==> src/rtl/gpm_pkg.sv <==
// ----------------------------------------------------------------------------
// gpm_pkg
// Types, constants and helper functions of the glob pattern matcher.
// ----------------------------------------------------------------------------
`timescale 1ns / 1ps

package gpm_pkg;

	localparam int MaxPattern = 32;
	localparam int CharBits   = 8;
	localparam int WordBytes  = 8;
	localparam int NumWords   = MaxPattern / WordBytes;
	localparam int LenBits    = $clog2(MaxPattern + 1);
	localparam int CfgIdxBits = 3;
	localparam int CfgDataBits = 64;

	typedef logic [CharBits-1:0] char_t;
	typedef logic [MaxPattern:0] pos_set_t;
	typedef logic [MaxPattern-1:0] pos_mask_t;
	typedef logic [LenBits-1:0] len_t;

	localparam char_t ChStar  = char_t'(8'h2A);
	localparam char_t ChQuest = char_t'(8'h3F);
	localparam char_t ChOpen  = char_t'(8'h5B);
	localparam char_t ChClose = char_t'(8'h5D);
	localparam char_t ChDash  = char_t'(8'h2D);

	typedef enum logic [CfgIdxBits-1:0] {
		REG_PAT_0   = 3'd0,
		REG_PAT_1   = 3'd1,
		REG_PAT_2   = 3'd2,
		REG_PAT_3   = 3'd3,
		REG_PAT_LEN = 3'd4
	} cfg_reg_t;

	// Pattern decode that depends on configuration only.
	typedef struct packed {
		len_t                                n;
		pos_mask_t                           star;
		pos_mask_t                           quest;
		pos_mask_t                           plain;
		pos_mask_t                           open_c;
		pos_mask_t                           open_nc;
		logic [MaxPattern-1:0][CharBits-1:0] pat;
		logic [MaxPattern-1:0][CharBits-1:0] prv;
		logic [MaxPattern-1:0][CharBits-1:0] nxt;
		logic [MaxPattern-1:0][MaxPattern-1:0] lit;
		logic [MaxPattern-1:0][MaxPattern-1:0] rng;
		logic [MaxPattern-1:0][MaxPattern:0]   tgt;
		pos_set_t                            start;
	} gpm_dec_t;

	// Star closure as a parallel prefix: a live position reaches every later
	// position across an unbroken run of stars.
	function automatic pos_set_t star_closure(pos_set_t s, pos_mask_t star);
		pos_set_t g;
		pos_set_t p;
		pos_set_t gn;
		pos_set_t pn;
		g = s;
		p = '0;
		for (int q = 1; q <= MaxPattern; q++) begin
			p[q] = star[q-1];
		end
		for (int k = 1; k <= MaxPattern; k = k * 2) begin
			gn = g;
			pn = '0;
			for (int q = k; q <= MaxPattern; q++) begin
				gn[q] = g[q] | (p[q] & g[q-k]);
				pn[q] = p[q] & p[q-k];
			end
			g = gn;
			p = pn;
		end
		return g;
	endfunction

endpackage

==> src/rtl/gpm_decode.sv <==
// ----------------------------------------------------------------------------
// gpm_decode
// Classifies every pattern position and resolves the bracket groups, ranges
// and targets from the configured pattern.
// ----------------------------------------------------------------------------
`timescale 1ns / 1ps

module gpm_decode (
	input  logic [gpm_pkg::NumWords-1:0][gpm_pkg::CfgDataBits-1:0] pat_words,
	input  logic [gpm_pkg::LenBits-1:0]                             pat_len,
	output gpm_pkg::gpm_dec_t                                       dec
);

	always_comb begin
		gpm_pkg::gpm_dec_t d;
		int n;
		int j;
		logic cons;
		logic is_rng;
		d = '0;
		n = (int'(pat_len) > gpm_pkg::MaxPattern) ? gpm_pkg::MaxPattern : int'(pat_len);
		d.n = gpm_pkg::len_t'(n);
		for (int q = 0; q < gpm_pkg::MaxPattern; q++) begin
			d.pat[q] = pat_words[q / gpm_pkg::WordBytes]
				[(q % gpm_pkg::WordBytes) * 8 +: gpm_pkg::CharBits];
		end
		for (int q = 0; q < gpm_pkg::MaxPattern; q++) begin
			d.prv[q] = (q > 0) ? d.pat[q-1] : '0;
			d.nxt[q] = (q < gpm_pkg::MaxPattern - 1) ? d.pat[q+1] : '0;
		end
		for (int i = 0; i < gpm_pkg::MaxPattern; i++) begin
			if (i < n) begin
				d.star[i]  = d.pat[i] == gpm_pkg::ChStar;
				d.quest[i] = d.pat[i] == gpm_pkg::ChQuest;
				d.plain[i] = !d.star[i] && !d.quest[i] && d.pat[i] != gpm_pkg::ChOpen;
			end
			// First closing bracket after this position.
			j = n;
			for (int q = gpm_pkg::MaxPattern - 1; q >= 0; q--) begin
				if (q > i && q < n && d.pat[q] == gpm_pkg::ChClose) begin
					j = q;
				end
			end
			if (i < n && d.pat[i] == gpm_pkg::ChOpen) begin
				d.open_c[i]  = j < n;
				d.open_nc[i] = j >= n;
			end
			if (j < n) begin
				d.tgt[i][j+1] = 1'b1;
			end
			// Walk the group: a range consumes the byte after the dash.
			cons = 1'b0;
			for (int q = 0; q < gpm_pkg::MaxPattern; q++) begin
				is_rng = 1'b0;
				if (q >= i && q < j) begin
					if (!cons && d.pat[q] == gpm_pkg::ChDash && q > i + 1 && q + 2 < n &&
						d.nxt[q] != gpm_pkg::ChClose && d.nxt[q] > d.prv[q]) begin
						is_rng = 1'b1;
					end
					d.rng[i][q] = is_rng;
					d.lit[i][q] = !cons && !is_rng;
				end
				cons = is_rng;
			end
		end
		d.start = gpm_pkg::star_closure(gpm_pkg::pos_set_t'(1), d.star);
		dec = d;
	end

endmodule

==> src/rtl/glob_pattern_matcher.sv <==
// ----------------------------------------------------------------------------
// glob_pattern_matcher
// Streams a string one byte per item against a configured glob pattern.
// ----------------------------------------------------------------------------
// Usage:
// The pattern is loaded through the cfg channel: indexes 0 to 3 take eight
// pattern bytes each (lowest byte first), index 4 takes the pattern length.
// cfg_ready is always high; write only while no string is in flight.
// Input items carry text_byte with first_byte, last_byte and empty_string
// flags. An item is taken at a clock edge with in_valid high and in_stall low.
// The set of live pattern positions updates in the cycle the item is taken,
// so one item per cycle is sustained while in_stall is low. An item flagged
// last_byte or empty_string produces one result, presented in the output
// register on the next cycle. The per-item path is a bit-parallel position
// update followed by a parallel-prefix star closure.
// While a result sits in the output register and out_stall is high, in_stall
// is raised and the result holds. Reset clears the pattern, the length, the
// live set and the output valid.
// ----------------------------------------------------------------------------
`timescale 1ns / 1ps

module glob_pattern_matcher (
	input  logic                               clk,
	input  logic                               arst_n,
	input  logic                               cfg_valid,
	output logic                               cfg_ready,
	input  logic [gpm_pkg::CfgIdxBits-1:0]     cfg_index,
	input  logic [gpm_pkg::CfgDataBits-1:0]    cfg_data,
	input  logic                               in_valid,
	output logic                               in_stall,
	input  logic [7:0]                         text_byte,
	input  logic                               first_byte,
	input  logic                               last_byte,
	input  logic                               empty_string,
	output logic                               out_valid,
	input  logic                               out_stall,
	output logic                               matched
);

	logic [gpm_pkg::NumWords-1:0][gpm_pkg::CfgDataBits-1:0] pat_words_q;
	gpm_pkg::len_t      pat_len_q;
	gpm_pkg::pos_set_t  live_q;
	logic               out_valid_q;
	logic               matched_q;
	gpm_pkg::gpm_dec_t  dec;

	logic               in_acc;
	gpm_pkg::char_t     c;
	gpm_pkg::pos_mask_t eq;
	gpm_pkg::pos_mask_t rin;
	gpm_pkg::pos_mask_t hit;
	gpm_pkg::pos_set_t  cur;
	gpm_pkg::pos_set_t  step;
	gpm_pkg::pos_set_t  adv;
	gpm_pkg::pos_set_t  live_d;
	logic               res_d;
	logic               has_res;

	gpm_decode u_decode (
		.pat_words (pat_words_q),
		.pat_len   (pat_len_q),
		.dec       (dec)
	);

	assign cfg_ready = 1'b1;
	assign in_stall  = out_valid_q && out_stall;
	assign in_acc    = in_valid && !in_stall;
	assign out_valid = out_valid_q;
	assign matched   = matched_q;
	assign c         = text_byte[gpm_pkg::CharBits-1:0];

	always_ff @(posedge clk or negedge arst_n) begin
		if (!arst_n) begin
			pat_words_q <= '0;
			pat_len_q   <= '0;
		end else if (cfg_valid && cfg_ready) begin
			unique case (cfg_index)
				gpm_pkg::REG_PAT_0:   pat_words_q[0] <= cfg_data;
				gpm_pkg::REG_PAT_1:   pat_words_q[1] <= cfg_data;
				gpm_pkg::REG_PAT_2:   pat_words_q[2] <= cfg_data;
				gpm_pkg::REG_PAT_3:   pat_words_q[3] <= cfg_data;
				gpm_pkg::REG_PAT_LEN: pat_len_q <= cfg_data[gpm_pkg::LenBits-1:0];
				default: ;
			endcase
		end
	end

	always_comb begin
		for (int q = 0; q < gpm_pkg::MaxPattern; q++) begin
			eq[q]  = dec.pat[q] == c;
			rin[q] = (dec.prv[q] < c) && (c <= dec.nxt[q]);
			hit[q] = |((dec.lit[q] & eq) | (dec.rng[q] & rin));
		end
	end

	always_comb begin
		cur  = first_byte ? dec.start : live_q;
		step = '0;
		for (int p = 0; p < gpm_pkg::MaxPattern; p++) begin
			if (cur[p]) begin
				if (dec.star[p]) begin
					step[p] = 1'b1;
				end
				if (dec.quest[p] || (dec.plain[p] && eq[p]) ||
					(dec.open_nc[p] && c == gpm_pkg::ChOpen)) begin
					step[p+1] = 1'b1;
				end
				if (dec.open_c[p] && hit[p]) begin
					step = step | dec.tgt[p];
				end
			end
		end
		adv = gpm_pkg::star_closure(step, dec.star);
		if (empty_string) begin
			live_d  = dec.start;
			has_res = 1'b1;
		end else begin
			live_d  = adv;
			has_res = last_byte;
		end
		res_d = live_d[dec.n];
	end

	always_ff @(posedge clk or negedge arst_n) begin
		if (!arst_n) begin
			live_q      <= '0;
			out_valid_q <= 1'b0;
		end else begin
			if (in_acc) begin
				live_q <= live_d;
			end
			if (in_acc && has_res) begin
				out_valid_q <= 1'b1;
			end else if (!out_stall) begin
				out_valid_q <= 1'b0;
			end
		end
	end

	always_ff @(posedge clk) begin
		if (in_acc && has_res) begin
			matched_q <= res_d;
		end
	end

endmodule

==> config.mk <==
export PLATFORM = sky130hd
export DESIGN_NAME = glob_pattern_matcher
export DESIGN_NICKNAME = d
export VERILOG_FILES = /design/src/rtl/gpm_pkg.sv /design/src/rtl/gpm_decode.sv /design/src/rtl/glob_pattern_matcher.sv
export SDC_FILE = /design/constraint.sdc
export NUM_CORES = 2
export LEC_CHECK = 0
export ABC_AREA = 1
export BUFFER_PORTS_ARGS = -buffer_cell sky130_fd_sc_hd__buf_2
export CAP_MARGIN = 20
export CORE_ASPECT_RATIO = 1.5
export CORE_UTILIZATION = 45
export CTS_BUF_LIST = sky130_fd_sc_hd__clkbuf_2 sky130_fd_sc_hd__clkbuf_4 sky130_fd_sc_hd__clkbuf_8
export DETAILED_ROUTE_END_ITERATION = 16
export PLACE_DENSITY_LB_ADDON = 0.05
export SLEW_MARGIN = 20
export SYNTH_ARGS = -nofsm -noshare
export SYNTH_HDL_FRONTEND = slang
export SYNTH_SLANG_ARGS = --single-unit
==> constraint.sdc <==
create_clock -name clk -period 21.4 [get_ports clk]
set_input_delay 6.42 -clock clk [delete_from_list [all_inputs] [get_ports clk]]
set_output_delay 6.42 -clock clk [all_outputs]
set_load 0.01 [all_outputs]
==> impl_summary.md, run 1 <==
Synth
The number of nets handed over by synthesis was 12087. The synthesized netlist occupies a cell area of 0.0641 sq mm. The proportion of netlist area held by the largest area contributor is 14.3%. The largest total area in the synthesized netlist belongs to nand2_1.

The share of the Yosys chip area taken by registers is 11.6%. After synthesis, the cell types taking the most area are nand2_1 14%, ha_1 14%, dfrtp_1 12%. After synthesis, the share of flip-flops with an asynchronous set or reset is 99.7%. The number of instances in the synthesized netlist is 11292. Yosys mapped a number of flops with a built-in enable equal to 1. By instance count, the leading cell after synthesis is nand2_1. During synthesis, Yosys emitted a total of 0 warnings. Sorting the synthesized cells by how often they occur yields 2441 x nand2_1, 1851 x nor2_1, 1800 x inv_1.

The per-instance average area after synthesis is 5.68 sq um. In the synthesized netlist the dominant register cell turns out to be dfrtp_1. In this run, synthesis produced a sequential element count of 296. In this run, distinct cell masters in the synthesized netlist total 91.

GRT
Entering global routing, the biggest net connects 129 pins. The first-pass GRT wire length is 704000 um. The residual overflow from global routing is 631. The number of global-route vias before repair is 90812.

The aggregate global-route resource usage is 68.1%.

Clock tree
After clock tree synthesis, the setup repair step added 0 buffers. The maximum level of the CTS H-tree is 2. The number of clock buffers added by TritonCTS is 47. The count of cells resized by post-cts repair is 0. The root cell of the clock tree is clkbuf_8. The clock passes through at most 3 buffers. The hold-fix buffer count after cts is 0. The number of sinks driven by the clock tree is 296.

Outcome
The first error in the log reads "[ERROR GRT-0116] Global routing finished with congestion. Check the congestion regions in the DRC Viewer". The run stopped with a tool error. The run ended at 5_1_grt.

Floorplanning
The number of core rows is 169. From bottom edge to top edge, the die measures 464 um. The die extent in x is 310 um. The starting density of the core is 45.3%. The count of boundary I/O pins is 87.

Place
Summing all placed instances gives a cell area of 0.0679 sq mm. The HPWL after detailed placement is 374000 um. At the end of routability-driven placement, the weighted congestion stood at 1.25. The number of placed instances, taps included, is 13299. Buffers placed on the I/O ports in this run total 85.
[cell families after synthesis]
family / count (synthesis) / synth area share [%]
buf+inv: 2091 / 12.6
simple gates: 6428 / 46.0
fa+ha+maj: 712 / 13.9
mux: 2 / 0.0312
other cells: 1 / 0.00585
xor+xnor: 34 / 0.464
compound gates: 1728 / 15.5
flops: 296 / 11.6
[routing by layer]
layer / overflow / global-route usage (%)
met1: 9 / 68.5
met2: 419 / 90.8
met3: 7 / 39.8
met4: 196 / 77.0
met5: 0 / 4.79
[stage by stage]
step	util [%]	worst slack, ns
2_1_floorplan	-	8.41
3_3_place_gp	47.9	4.55
3_5_place_dp	48.0	4.66
4_1_cts	48.7	5.42
==> run 2: changes to the inputs <==
--- a/config.mk
+++ b/config.mk
@@ -8,11 +8,9 @@
 export ABC_AREA = 1
 export BUFFER_PORTS_ARGS = -buffer_cell sky130_fd_sc_hd__buf_2
 export CAP_MARGIN = 20
-export CORE_ASPECT_RATIO = 1.5
-export CORE_UTILIZATION = 45
-export CTS_BUF_LIST = sky130_fd_sc_hd__clkbuf_2 sky130_fd_sc_hd__clkbuf_4 sky130_fd_sc_hd__clkbuf_8
+export CORE_UTILIZATION = 30
 export DETAILED_ROUTE_END_ITERATION = 16
-export PLACE_DENSITY_LB_ADDON = 0.05
+export PLACE_DENSITY_LB_ADDON = 0.15
 export SLEW_MARGIN = 20
 export SYNTH_ARGS = -nofsm -noshare
 export SYNTH_HDL_FRONTEND = slang
==> impl_summary.md, run 2 <==
STA
At the pin with the least slew margin, the transition time is 1.30 ns. Setup violations remaining at the end of the flow were counted as 0. The final worst-path cycle share is 77.3%. The clock skew is 0.0284 ns. The shortest clock period the worst path allows after layout is 16.55 ns.

The number of max-slew violations in the final report is 0. The worst-case hold slack is 0.491 ns. Based on the critical path, the design can be clocked at up to 60.4 MHz. The headroom to the max-slew limit is 12.2%.

The number of hold violations in the final report is 0. Adding up every negative setup slack in the final design gives 0 ns. Setup repair after global routing left no endpoint under its margin.

Flow run
The tool flagged a number of max-cap violations equal to 0.

Power
For this design the static power due to leakage is 33.8 nW. Power comes to 4.86 mW. Dividing total power by cell area gives a power density of 69.0 mW/mm^2.

Across the VDD grid, the largest voltage drop is 65.4 uV.

Floorplanning
The number of core rows is 169 (unchanged). The die boundary height was 464 um (unchanged). The count of boundary I/O pins is 87 (unchanged). The area enclosed by the die boundary is 0.216 sq mm. The starting density of the core came to 30.2% (-15 points). The area of the core region is 0.212 sq mm. The die extent in x is 464 um (+50%).

Setup path
STA classifies the critical path endpoint as a flip-flop. The nature of the critical path startpoint is an input port. For flop-to-flop paths, the worst setup slack is 7.98 ns.

For this run, the slowest stage of the critical path takes 0.80 ns. The critical path starts at text_byte[4]. The timing endpoint of the critical path is matched$_DFFE_PP_.

For the worst flop-to-flop path, the logic depth is 80. The most numerous cell type found on the critical path is nand2_1. The arrival time of the worst setup path is 16.98 ns.

In this run the worst path has a maximum fanout of 17. The reg-to-reg critical path endpoint is matched$_DFFE_PP_. The cell type of the slowest stage on the worst timing path is inv_1. The type of the worst setup path is in -> reg. Data on the critical path is required at its endpoint by 21.83 ns.

The critical register-to-register path startpoint is pat_len_q[5]$_DFFE_PN0P_.

Detailed routing
The antenna violation net count after detailed routing is 0. For this run, design rule violations remaining after detail routing come to 0. Using the TritonRoute via totals, the vias-per-cell ratio works out to 5.76. Across all layers, the routed design uses 82461 vias. The routed wirelength normalized by instance count is 31.0 um. The first-iteration detailed-routing DRC count is 9730.

The number of optimization iterations in the first detailed-route pass is 6. The final wirelength is 444000 um.

Layout
The register with the most flip-flops in the final layout is pat_words_q. The register with the most flip-flops in the layout has 256 of them. The fraction of layout cells with a size suffix above 1 is 7.47%.

The final non-filler cell total is 14321. Counting the fill cells in the layout gives 24447. In the layout the commonest cells are 2439 x nand2_1, 1843 x nor2_1, 1799 x inv_1, 850 x nand3_1, 712 x ha_1. The largest registers in the layout are pat_words_q: 256 flops, live_q: 32 flops, pat_len_q: 6 flops. The synthesis-to-finish area growth is 9.87%.

Leaving out fill and tap cells, the most frequent cell in the layout is nand2_1. The number of nets in the finished design is 12244.

Synth
Sorting the synthesized cells by area gives the leading types as nand2_1 14%, ha_1 14%, dfrtp_1 12%. The per-instance average area after synthesis is 5.68 sq um (unchanged). The total standard cell area after synthesis is 0.0641 sq mm (unchanged). The proportion of netlist area held by the largest area contributor came to 14.3% (unchanged).

The leading register cell type out of synthesis is dfrtp_1. The dominant cell by count in the synthesized netlist is nand2_1. The number of flops mapped to enable cells by yosys is 1 (unchanged).

The flip-flop and latch count after synthesis is 296 (unchanged). The share of async-settable or async-resettable flops after synthesis is 99.7% (unchanged). The number of instances in the synthesized netlist is 11292 (unchanged). The library cell occupying the most area in the post-synthesis netlist is nand2_1. By count the netlist is led by 2441 x nand2_1, 1851 x nor2_1, 1800 x inv_1. The total number of yosys warnings was 0 (unchanged). The fraction of the yosys area taken by sequential cells was 11.6% (unchanged).

The count of cell types in the netlist is 91 (unchanged). The number of nets produced by synthesis is 12087 (unchanged).

GRT
The number of global-route vias before repair was 78867. The aggregate global-route resource usage is 39.9%. The residual overflow from global routing is 0. The number of antenna violations at the first check in global routing is 49. The maximum number of pins on one net before global-route repair is 167.

The first-pass GRT wire length is 607000 um.

Place
The HPWL after detailed placement is 382000 um (+2.1%). The placed cell count was 14224 (+7.0%). The count of buffers inserted at the top-level ports is 85 (unchanged). The weighted congestion reported at the end of routability-driven placement is 1.09 (-12%).

Hold path
The kind of path behind the tightest hold check is reg -> reg. The number of cells on the worst hold path is 2.

Clock tree
The total setup buffers inserted after CTS is 0 (unchanged). The root cell of the clock tree is clkbuf_16. The maximum level of the CTS H-tree is 2 (unchanged). TritonCTS built the clock tree. The clock tree buffer depth was 3 (unchanged). The number of sinks driven by the clock tree is 296 (unchanged).

The count of cells resized by post-cts repair is 0 (unchanged). The hold-fix buffer count after cts was 0 (unchanged). The clock-pin slew on the worst setup and hold paths is 0.06 ns. The clock buffer count from CTS came to 43 (-8.5%).

At the later pin of the worst-skew pair, clock insertion delay measures 0.70 ns.

Outcome
The run finished with clean final reports.
## run 2: cell counts after synthesis
No cell type changed its count.
## run 2: logic make-up after synthesis
family          count (synthesis)  synth area share (%)
flops                         296                  11.6
simple gates                 6428                  46.0
compound gates               1728                  15.5
fa+ha+maj                     712                  13.9
other cells                     1               0.00585
mux                             2                0.0312
buf+inv                      2091                  12.6
xor+xnor                       34                 0.464
## run 2: area by class of cell
class | instances | area (sq um) | share of cell area [%]
inverter | 1942 | 7330 | 10.4
tap | 2821 | 3530 | 5.01
timing repair buffer | 261 | 1780 | 2.52
sequential | 296 | 7410 | 10.5
clock buffer | 55 | 1200 | 1.70
antenna | 24 | 60.1 | 0.0852
multi-input combinational | 8905 | 48900 | 69.4
clock inverter | 17 | 260 | 0.369
## run 2: worst min-delay path by stage
stage / from / endpoint / slack, ns
after detailed placement: live_q[1]$_DFFE_PN0P_ / live_q[1]$_DFFE_PN0P_ / 0.47
after CTS: live_q[1]$_DFFE_PN0P_ / live_q[1]$_DFFE_PN0P_ / 0.49
after global routing: live_q[20]$_DFFE_PN0P_ / live_q[20]$_DFFE_PN0P_ / 0.50
after floorplan: live_q[24]$_DFFE_PN0P_ / live_q[24]$_DFFE_PN0P_ / 0.44
final: live_q[20]$_DFFE_PN0P_ / live_q[20]$_DFFE_PN0P_ / 0.49
after global placement: live_q[20]$_DFFE_PN0P_ / live_q[20]$_DFFE_PN0P_ / 0.47
## run 2: layer usage
metal / global-route usage, % / part of all wire, %
met1: 50.6 / 41
met2: 62.1 / 43
met3: 5.68 / 8.0
met4: 27.5 / 8.3
met5: 0 / 0.018
## run 2: worst max-delay path, delay by kind of cell
kind	cells	cell delay (ns)
adder cells (fa/ha/maj)	1	0.31
AND/OR/NAND/NOR	30	5.48
AO/OA/AOI/OAI	7	1.58
buffers and inverters	11	3.12
## run 2: power breakdown
group	switching [mW]	internal, mW
logic	2.38	0.821
clock network	0.346	0.447
registers	0.208	0.658
total	2.94	1.93
## run 2: metrics by stage
step	utilization [%]	instance area [sq um]	worst slack (ns)
after CTS	33.1	70400	5.60
after floorplan	-	64100	8.41
final	33.2	70400	4.85
after detailed placement	32.4	68900	4.91
after global routing	33.2	70400	4.64
after global placement	32.4	68800	4.74
(Power assumes the default switching activity.)
